`src/qte_pkg.sv`:
```
// ----------------------------------------------------------------------------
// qte_pkg
// Shared constants, types and helpers for the quaternion to Euler angle core.
// ----------------------------------------------------------------------------
package qte_pkg;

  localparam int CORDIC_STEPS    = 24;
  localparam int ANGLE_FRAC_BITS = 7;
  localparam int ZFRAC           = 16;

  localparam int CW  = 40;   // cordic x/y width
  localparam int ZW  = 27;   // cordic angle accumulator width
  localparam int SQW = 61;   // isqrt operand width
  localparam int RTW = 31;   // isqrt result width

  localparam int OUT_SH  = ZFRAC - ANGLE_FRAC_BITS;
  localparam int OUT_LIM = 180 * (1 << ANGLE_FRAC_BITS);

  typedef logic signed [CW-1:0] cvec_t;
  typedef logic signed [ZW-1:0] zang_t;

  // atan(2^-i) in degrees * 2^16
  localparam logic [21:0] STEP_ANGLE [32] = '{
    22'd2949120, 22'd1740967, 22'd919879, 22'd466945, 22'd234379, 22'd117304,
    22'd58666, 22'd29335, 22'd14668, 22'd7334, 22'd3667, 22'd1833, 22'd917,
    22'd458, 22'd229, 22'd115, 22'd57, 22'd29, 22'd14, 22'd7, 22'd4, 22'd2,
    22'd1, 22'd0, 22'd0, 22'd0, 22'd0, 22'd0, 22'd0, 22'd0, 22'd0, 22'd0
  };

  // multiplier operations
  localparam logic [3:0] MUL_Q1Q1 = 4'd0;
  localparam logic [3:0] MUL_Q2Q2 = 4'd1;
  localparam logic [3:0] MUL_Q3Q3 = 4'd2;
  localparam logic [3:0] MUL_Q2Q3 = 4'd3;
  localparam logic [3:0] MUL_Q0Q1 = 4'd4;
  localparam logic [3:0] MUL_Q1Q2 = 4'd5;
  localparam logic [3:0] MUL_Q0Q3 = 4'd6;
  localparam logic [3:0] MUL_Q3Q1 = 4'd7;
  localparam logic [3:0] MUL_Q0Q2 = 4'd8;
  localparam logic [3:0] MUL_PP   = 4'd9;

  localparam logic [1:0] SEL_ROLL  = 2'd0;
  localparam logic [1:0] SEL_PITCH = 2'd1;
  localparam logic [1:0] SEL_YAW   = 2'd2;

  localparam logic ISQ_Q0 = 1'b0;
  localparam logic ISQ_C  = 1'b1;

  typedef struct packed {
    logic       ld_in;
    logic       mul_en;
    logic [3:0] mul_idx;
    logic       isq_start;
    logic       isq_sel;
    logic       cor_start;
    logic [1:0] cor_sel;
    logic       out_load;
    logic       upd;
    logic       inv;
  } qte_cmd_t;

  typedef struct packed {
    logic use_rec;
    logic norm_bad;
    logic isq_done;
    logic cor_done;
  } qte_sts_t;

  // degrees*2^16 to degrees*2^ANGLE_FRAC_BITS, round half up, clamp
  function automatic logic signed [15:0] to_out(input zang_t z);
    logic signed [ZW:0] r;
    r = ($signed({z[ZW-1], z}) + (ZW+1)'(1 << (OUT_SH - 1))) >>> OUT_SH;
    if (r > (ZW+1)'(OUT_LIM)) r = (ZW+1)'(OUT_LIM);
    if (r < -(ZW+1)'(OUT_LIM)) r = -(ZW+1)'(OUT_LIM);
    return r[15:0];
  endfunction

endpackage

```
`src/qte_ctrl.sv`:
```
// ----------------------------------------------------------------------------
// qte_ctrl
// Sequencer for one record: squares, isqrt, cross products, CORDIC, result.
// ----------------------------------------------------------------------------
module qte_ctrl import qte_pkg::*; (
  input  logic     clk,
  input  logic     rst_n,
  input  logic     in_valid,
  output logic     in_ready,
  output logic     out_valid,
  input  logic     out_ready,
  output qte_cmd_t cmd,
  input  qte_sts_t sts
);

  localparam logic [4:0] S_IDLE   = 5'd0;
  localparam logic [4:0] S_DISP   = 5'd1;
  localparam logic [4:0] S_SQ     = 5'd2;
  localparam logic [4:0] S_SQD    = 5'd3;
  localparam logic [4:0] S_CHK    = 5'd4;
  localparam logic [4:0] S_ISQ0   = 5'd5;
  localparam logic [4:0] S_ISQ0W  = 5'd6;
  localparam logic [4:0] S_PR     = 5'd7;
  localparam logic [4:0] S_PRD    = 5'd8;
  localparam logic [4:0] S_PP     = 5'd9;
  localparam logic [4:0] S_PPD    = 5'd10;
  localparam logic [4:0] S_ISQ1   = 5'd11;
  localparam logic [4:0] S_ISQ1W  = 5'd12;
  localparam logic [4:0] S_CROLL  = 5'd13;
  localparam logic [4:0] S_CROLLW = 5'd14;
  localparam logic [4:0] S_CPIT   = 5'd15;
  localparam logic [4:0] S_CPITW  = 5'd16;
  localparam logic [4:0] S_CYAW   = 5'd17;
  localparam logic [4:0] S_CYAWW  = 5'd18;
  localparam logic [4:0] S_DONE   = 5'd19;

  logic [4:0] state_r, state_nxt;
  logic [3:0] mcnt_r, mcnt_nxt;
  logic       upd_r, upd_nxt;
  logic       inv_r, inv_nxt;
  logic       out_valid_r, out_valid_nxt;

  always_comb begin
    state_nxt = state_r;
    mcnt_nxt  = mcnt_r;
    upd_nxt   = upd_r;
    inv_nxt   = inv_r;
    cmd       = '0;
    cmd.mul_idx = mcnt_r;
    cmd.upd     = upd_r;
    cmd.inv     = inv_r;
    unique case (state_r)
      S_IDLE: begin
        if (in_valid) begin
          cmd.ld_in = 1'b1;
          upd_nxt   = 1'b0;
          inv_nxt   = 1'b0;
          state_nxt = S_DISP;
        end
      end
      S_DISP: begin
        mcnt_nxt  = MUL_Q1Q1;
        state_nxt = sts.use_rec ? S_SQ : S_DONE;
      end
      S_SQ: begin
        cmd.mul_en = 1'b1;
        mcnt_nxt   = mcnt_r + 4'd1;
        if (mcnt_r == MUL_Q3Q3) state_nxt = S_SQD;
      end
      S_SQD: state_nxt = S_CHK;
      S_CHK: begin
        if (sts.norm_bad) begin
          inv_nxt   = 1'b1;
          state_nxt = S_DONE;
        end else begin
          state_nxt = S_ISQ0;
        end
      end
      S_ISQ0: begin
        cmd.isq_start = 1'b1;
        cmd.isq_sel   = ISQ_Q0;
        state_nxt     = S_ISQ0W;
      end
      S_ISQ0W: begin
        cmd.isq_sel = ISQ_Q0;
        if (sts.isq_done) begin
          mcnt_nxt  = MUL_Q2Q3;
          state_nxt = S_PR;
        end
      end
      S_PR: begin
        cmd.mul_en = 1'b1;
        mcnt_nxt   = mcnt_r + 4'd1;
        if (mcnt_r == MUL_Q0Q2) state_nxt = S_PRD;
      end
      S_PRD: begin
        mcnt_nxt  = MUL_PP;
        state_nxt = S_PP;
      end
      S_PP: begin
        cmd.mul_en = 1'b1;
        state_nxt  = S_PPD;
      end
      S_PPD: state_nxt = S_ISQ1;
      S_ISQ1: begin
        cmd.isq_start = 1'b1;
        cmd.isq_sel   = ISQ_C;
        state_nxt     = S_ISQ1W;
      end
      S_ISQ1W: begin
        cmd.isq_sel = ISQ_C;
        if (sts.isq_done) state_nxt = S_CROLL;
      end
      S_CROLL: begin
        cmd.cor_start = 1'b1;
        cmd.cor_sel   = SEL_ROLL;
        state_nxt     = S_CROLLW;
      end
      S_CROLLW: begin
        cmd.cor_sel = SEL_ROLL;
        if (sts.cor_done) state_nxt = S_CPIT;
      end
      S_CPIT: begin
        cmd.cor_start = 1'b1;
        cmd.cor_sel   = SEL_PITCH;
        state_nxt     = S_CPITW;
      end
      S_CPITW: begin
        cmd.cor_sel = SEL_PITCH;
        if (sts.cor_done) state_nxt = S_CYAW;
      end
      S_CYAW: begin
        cmd.cor_start = 1'b1;
        cmd.cor_sel   = SEL_YAW;
        state_nxt     = S_CYAWW;
      end
      S_CYAWW: begin
        cmd.cor_sel = SEL_YAW;
        if (sts.cor_done) begin
          upd_nxt   = 1'b1;
          state_nxt = S_DONE;
        end
      end
      S_DONE: begin
        if (!out_valid_r || out_ready) begin
          cmd.out_load = 1'b1;
          state_nxt    = S_IDLE;
        end
      end
      default: state_nxt = S_IDLE;
    endcase
  end

  always_comb begin
    if (cmd.out_load)   out_valid_nxt = 1'b1;
    else if (out_ready) out_valid_nxt = 1'b0;
    else                out_valid_nxt = out_valid_r;
  end

  always_ff @(posedge clk) begin
    if (!rst_n) begin
      state_r     <= S_IDLE;
      mcnt_r      <= '0;
      upd_r       <= 1'b0;
      inv_r       <= 1'b0;
      out_valid_r <= 1'b0;
    end else begin
      state_r     <= state_nxt;
      mcnt_r      <= mcnt_nxt;
      upd_r       <= upd_nxt;
      inv_r       <= inv_nxt;
      out_valid_r <= out_valid_nxt;
    end
  end

  assign in_ready  = (state_r == S_IDLE);
  assign out_valid = out_valid_r;

  a_load_free: assert property (@(posedge clk) disable iff (!rst_n)
    cmd.out_load |-> (!out_valid_r || out_ready))
    else $error("result loaded over an untaken beat");

  a_flags_excl: assert property (@(posedge clk) disable iff (!rst_n)
    !(upd_r && inv_r))
    else $error("updated and norm_invalid both set");

  a_isq_wait: assert property (@(posedge clk) disable iff (!rst_n)
    sts.isq_done |-> (state_r == S_ISQ0W || state_r == S_ISQ1W))
    else $error("isqrt finished outside a wait state");

  a_cor_wait: assert property (@(posedge clk) disable iff (!rst_n)
    sts.cor_done |-> (state_r == S_CROLLW || state_r == S_CPITW || state_r == S_CYAWW))
    else $error("cordic finished outside a wait state");

  a_accept_disp: assert property (@(posedge clk) disable iff (!rst_n)
    (in_valid && in_ready) |=> (state_r == S_DISP))
    else $error("accepted beat not dispatched");

endmodule

```
`config.mk`:
```
export PLATFORM = sky130hd
export DESIGN_NAME = qte_ctrl
export DESIGN_NICKNAME = d
export VERILOG_FILES = /design/src/qte_pkg.sv /design/src/qte_ctrl.sv
export SDC_FILE = /design/constraint.sdc
export NUM_CORES = 1
export LEC_CHECK = 0
export BUFFER_PORTS_ARGS = -buffer_cell sky130_fd_sc_hd__clkbuf_2
export CORE_ASPECT_RATIO = 0.6
export CORE_MARGIN = 5
export CORE_UTILIZATION = 25
export CTS_BUF_LIST = sky130_fd_sc_hd__clkbuf_8
export DETAILED_ROUTE_END_ITERATION = 16
export GPL_ROUTABILITY_DRIVEN = 0
export PLACE_DENSITY = 0.41
export SLEW_MARGIN = 40
export SYNTH_ARGS = -nofsm -noshare
export SYNTH_HDL_FRONTEND = slang
export SYNTH_SLANG_ARGS = --single-unit
export TNS_END_PERCENT = 10
```
`constraint.sdc`:
```
create_clock -name clk -period 1.4 [get_ports clk]
set_input_delay 0.07 -clock clk [delete_from_list [all_inputs] [get_ports clk]]
set_output_delay 0.07 -clock clk [all_outputs]
set_load 0.02 [all_outputs]
```
# After elaboration in Yosys (flattened, before gate mapping)
# Cells that the tools add are included.
# totals
regBits	12
inputBits	8
word_cells	85
# op_classes
addsub	1
n_eq_ne	31
muxes	30
reduce_logical	18
# ops
op	n
$pmux W5 S20	1
$mux W5	11
$eq A5 B4 Y1 const B	8
$eq A5 B3 Y1 const B	4
$eq A5 B5 Y1 const B	4
$ne A2 B2 Y1 const B	10
$pmux W4 S4	1
$mux W1	13
$eq A5 B2 Y1 const B	2
$reduce_or A2 Y1	5
$reduce_and A9 Y1	1
$reduce_and A3 Y1	2
$reduce_bool A2 Y1	3
$reduce_or A3 Y1	2
$eq A5 B1 Y1 const B	1
$logic_not A5 Y1	1
$add A4 B1 Y4 const B	1
$eq A4 B2 Y1 const B	1
$eq A4 B4 Y1 const B	1
$mux W4	1
$pmux W1 S2	2
$pmux W2 S2	1
$reduce_bool A4 Y1	1
$reduce_and A2 Y1	1
2 further kinds	2

# Logic depth before layout (Yosys ltp)
# depth
depth_word	5
mapped_depth	7
depth_no_buf	7

# Least setup slack after synthesis
# Ideal clock, no wire load.
# synth_path
path_type	register -> register
from	reg mcnt_r[0]
to	reg state_r[0]
t_arrival_ns	1.497
required_time_ns	1.284
path_slack_ns	-0.213
path_stages_with_launch	8
n_path_buf	0
synth_period_minus_slack_ns	1.613
cell_sequence	dfxtp_1 > inv_1 > ha_1 > nor4bb_1 > nor4_2 > nor3_2 > o31a_4 > o211a_1
# synth_via
elab_chain_cells	3
word_cells_on_any_way	5
cone_classes	eq/ne: 4; reduce/logical: 1
# synth_lines
item	line_no	text
from (decl)	qte_ctrl.sv:38	logic [3:0] mcnt_r, mcnt_nxt;
from (signal assigned)	qte_ctrl.sv:169	mcnt_r <= mcnt_nxt;
$eq A4 B4 Y1 / $eq A4 B2 Y1 (equally long branches)	qte_ctrl.sv:94, qte_ctrl.sv:68	
$ne A2 B2 Y1 (no source line)	--	
$reduce_and A9 Y1 (no source line) (*)	--	
to (signal assigned)	qte_ctrl.sv:168	state_r <= state_nxt;
to (decl)	qte_ctrl.sv:37	logic [4:0] state_r, state_nxt;
# Every way passes the cells marked *; elsewhere a longest branch is shown, timed or not.
# A chain may end at the register's enable or synchronous reset.

==> qor.txt <==
Run status - finished, violations left
Failing checks - negative setup slack
Count of hold buffers inserted by post-cts repair - 0
Global router's overall resource usage - 0.1326
Critical register-to-register path startpoint - state_r[2]
Clock root buffer - sky130_fd_sc_hd__clkbuf_8
Via count of the first global-routing pass - 1252
Number of different library cells in the post-synthesis netlist - 52
Post-DP HPWL - 2.915 mm
Remaining global-route overflow - 0
Synth Area per Inst - 7.566 sq um
Final antenna diode count - 0
Reg2Reg Setup Slack - -0.22 ns
Final non-filler cell area - 0.001789 sq mm
Layout Skew - 0.004645 ns
Startpoint types - register
Flip-flop and latch area - 256.5 sq um
Global-route wire length before repair - 6.389 mm
Synth Net Count - 161
Antenna violations before repair - 0
Final setup slack of the worst path - -0.2896 ns
Crit Reg-Reg Endpoint - state_r[0]
Critical path destination - cmd[2]
Total of fill cells in the finished design - 472
R2R cell count - 5
Proportion of synthesized chip area in sequential cells - 0.2117
Die area - 0.006031 sq mm
Cell type contributing the most total cell area after synthesis - sky130_fd_sc_hd__dfxtp_1
Crit-path slowest cell - sky130_fd_sc_hd__or3b_4
H-tree levels - 1
Area of combinational cells with multiple inputs - 892.1 sq um
Most used flip-flop cell after synthesis - sky130_fd_sc_hd__dfxtp_1
Final hold violations - 0
Share of cells above drive strength 1 - 0.4877
Time the final worst path needs with I/O delays and setup - 1.690 ns
Maximum number of pins on one net before global-route repair - 15
Net count of the finished layout - 215
FMAX - 0.5919 GHz
Boundary Pins - 24
Pin slew with the least headroom to its limit - 0.3384 ns
Clock latency on the worst-skew pair - 0.25 ns
Port bufs - 23
Initial DRT Pass Iterations - 4
Floorplan die height - 62.19 um
Number of buffers added by the clock tree synthesis step - 3
Via count of the routed design - 1286
Floorplan core area - 0.004469 sq mm
Gate Count Post-Synth - 150
Worst Setup SP - state_r[3]
Async set-reset flop share out of synthesis - 0
CP Max Fanout - 5
Clock network fraction of design power - 0.138
Number of enable flip-flop cells after synthesis - 0
Worst min-delay path category - in -> reg
Normalized max-slew margin - 0.7742
Clock tree from TritonCTS - built
DR WL/cell - 14.41 um
Power per Cell Area - 1613 mW/mm^2
Sink count of the clock tree - 12
Number of remaining DRC errors - 0
Required time worst endpoint - 1.33 ns
Syn-to-layout area delta - 57.66%
Fraction of power spent switching nets - 0.4226
Portion of total power attributed to sequential cells - 0.172
Detailed router's first-iteration violation count - 82
Site Rows - 19
Count of yosys warnings during synthesis - 0
Total chip power - 2.886 mW
Setup violators final - 16
Leakage Power - 0.7442 nW
MaxCap Viol Count - 0
Post-route ant nets - 0
Logic gate share of total power - 0.690
Internal - 1.666 mW
Top post-synthesis cells by count - sky130_fd_sc_hd__a21oi_1, sky130_fd_sc_hd__dfxtp_1, sky130_fd_sc_hd__nor2_1
Setup repair after global routing missed its margin - true
Dpl cell area - 0.001554 sq mm
Wire length after detailed routing - 3.834 mm
Final-report max-slew violation count - 0
Critical setup path kind - reg -> out
Area fraction of the dominant cell type after synthesis - 0.2117
Period utilisation layout - 1.207
Clock Tree Buf Depth - 2
Netlist area before placement - 0.001135 sq mm
Max incr delay on CP - 0.41 ns
Total of flip-flops plus latches after synthesis - 12
Most area-consuming cells after synthesis - sky130_fd_sc_hd__dfxtp_1, sky130_fd_sc_hd__a21oi_1, sky130_fd_sc_hd__nand2b_1
Effective utilization at floorplan - 0.2539
Routed via count divided by cell count - 4.835
Die span in x - 96.98 um
Arrival time of the worst setup path - 1.62 ns
Worst-path clk slew - 0.06 ns
Switching power - 1.220 mW
Crit. End Element - output port
Max rail drop VDD - 0.5066 mV
Worst-path cell chain - or3b_4 > buf_6 > or2_1 > nor2b_1 > buf_4
==> critical path, delay by kind of cell, from the launching register on <==
kind	cells	cell delay [ns]
flip-flops	1	0.36
buffers and inverters	2	0.27
AND/OR/NAND/NOR	3	0.74
==> routing by layer <==
layer | vias up | share of wire | GRT usage | wire length [um]
li1 | 652 | - | - | -
met1 | 597 | 0.50 | 0.1904 | 1923
met2 | 35 | 0.42 | 0.1838 | 1600
met3 | 2 | 0.074 | 0.04810 | 284
met4 | 0 | 0.0065 | 0.03678 | 25
met5 | - | 0 | 0 | 0
==> flip-flops by register name, indices dropped and copies added (netlist names) <==
register / count
state_r: 5
out_valid: 1
upd_r: 1
mcnt_r: 4
inv_r: 1
==> logic make-up (layout without fill, tap and decap cells) <==
group                      Yosys count  after routing  synth area share
muxes                                2              2           0.01764
AOI/OAI and AO/OA                   42             42            0.2558
adders and majority gates            4              4           0.04190
buffers and inverters               20             73           0.08820
DFF                                 12             12            0.2117
xor gates and xnor gates             3              3           0.02316
and+or+nand+nor                     67             67            0.3616
==> timing repair <==
action                                  4_1_cts  5_1_grt
endpoints found under the setup margin       19       19
setup buffers                                 2        0
pin swaps                                     4        3
gates resized for setup                      35       16
==> cell type report <==
class,instances,share of cell area
multi-input cells,118,0.4986
flip-flops and latches,12,0.1434
clock buffers,4,0.03077
well taps,63,0.04406
repair buffers,64,0.2727
inverters,5,0.01049
==> power groups by stage <==
stage	combinational (mW)	sequential, mW	clock, mW
2_1_floorplan	1.06	0.431	0
3_3_place_gp	1.66	0.483	0
3_5_place_dp	1.67	0.479	0
4_1_cts	1.87	0.489	0.412
5_1_grt	2.16	0.507	0.431
6_report	1.99	0.497	0.399
==> cells in the final DEF (no fill, tap or decap), types with 3 or more instances in the layout <==
| cell type | count |
|---|---|
| sky130_fd_sc_hd__a21oi_1 | 10 |
| sky130_fd_sc_hd__inv_1 | 3 |
| sky130_fd_sc_hd__o21a_1 | 3 |
| sky130_fd_sc_hd__dfxtp_4 | 3 |
| sky130_fd_sc_hd__buf_6 | 6 |
| sky130_fd_sc_hd__a31oi_1 | 4 |
| sky130_fd_sc_hd__clkbuf_8 | 6 |
| sky130_fd_sc_hd__ha_1 | 3 |
| sky130_fd_sc_hd__buf_4 | 39 |
| sky130_fd_sc_hd__nor2b_1 | 4 |
| sky130_fd_sc_hd__nand3_1 | 3 |
| sky130_fd_sc_hd__nand3b_1 | 3 |
| sky130_fd_sc_hd__nand2_1 | 8 |
| sky130_fd_sc_hd__dfxtp_1 | 5 |
| sky130_fd_sc_hd__o31a_1 | 3 |
| sky130_fd_sc_hd__nor2_1 | 11 |
| sky130_fd_sc_hd__dfxtp_2 | 4 |
| sky130_fd_sc_hd__o211ai_1 | 3 |
| sky130_fd_sc_hd__nand2b_1 | 8 |
| sky130_fd_sc_hd__clkbuf_2 | 14 |
==> stage by stage <==
step / cells / worst slack (ns) / TNS [ns] / utilization / hold slack [ns]
after floorplan: 150 / -0.1334 / -0.6141 / - / 0.1979
after CTS: 266 / -0.3220 / -2.668 / 0.3897 / 0.1078
after global placement: 260 / -0.2567 / -2.255 / 0.3477 / 0.3659
after global routing: 266 / -0.3509 / -4.036 / 0.4003 / 0.1381
final: 266 / -0.2896 / -2.529 / 0.4003 / 0.1193
after detailed placement: 260 / -0.3149 / -2.688 / 0.3477 / 0.3787
==> how the worst min path moves through the flow <==
stage	start	cells past startpoint	endpoint	slack [ns]
after floorplan	rst_n	1	mcnt_r[3]	0.20
after global placement	out_ready	3	out_valid	0.37
after detailed placement	out_ready	3	out_valid	0.38
after CTS	out_ready	3	out_valid	0.11
after global routing	out_ready	3	out_valid	0.14
final	out_ready	3	out_valid	0.12
Power figures use the tool's default switching activity.
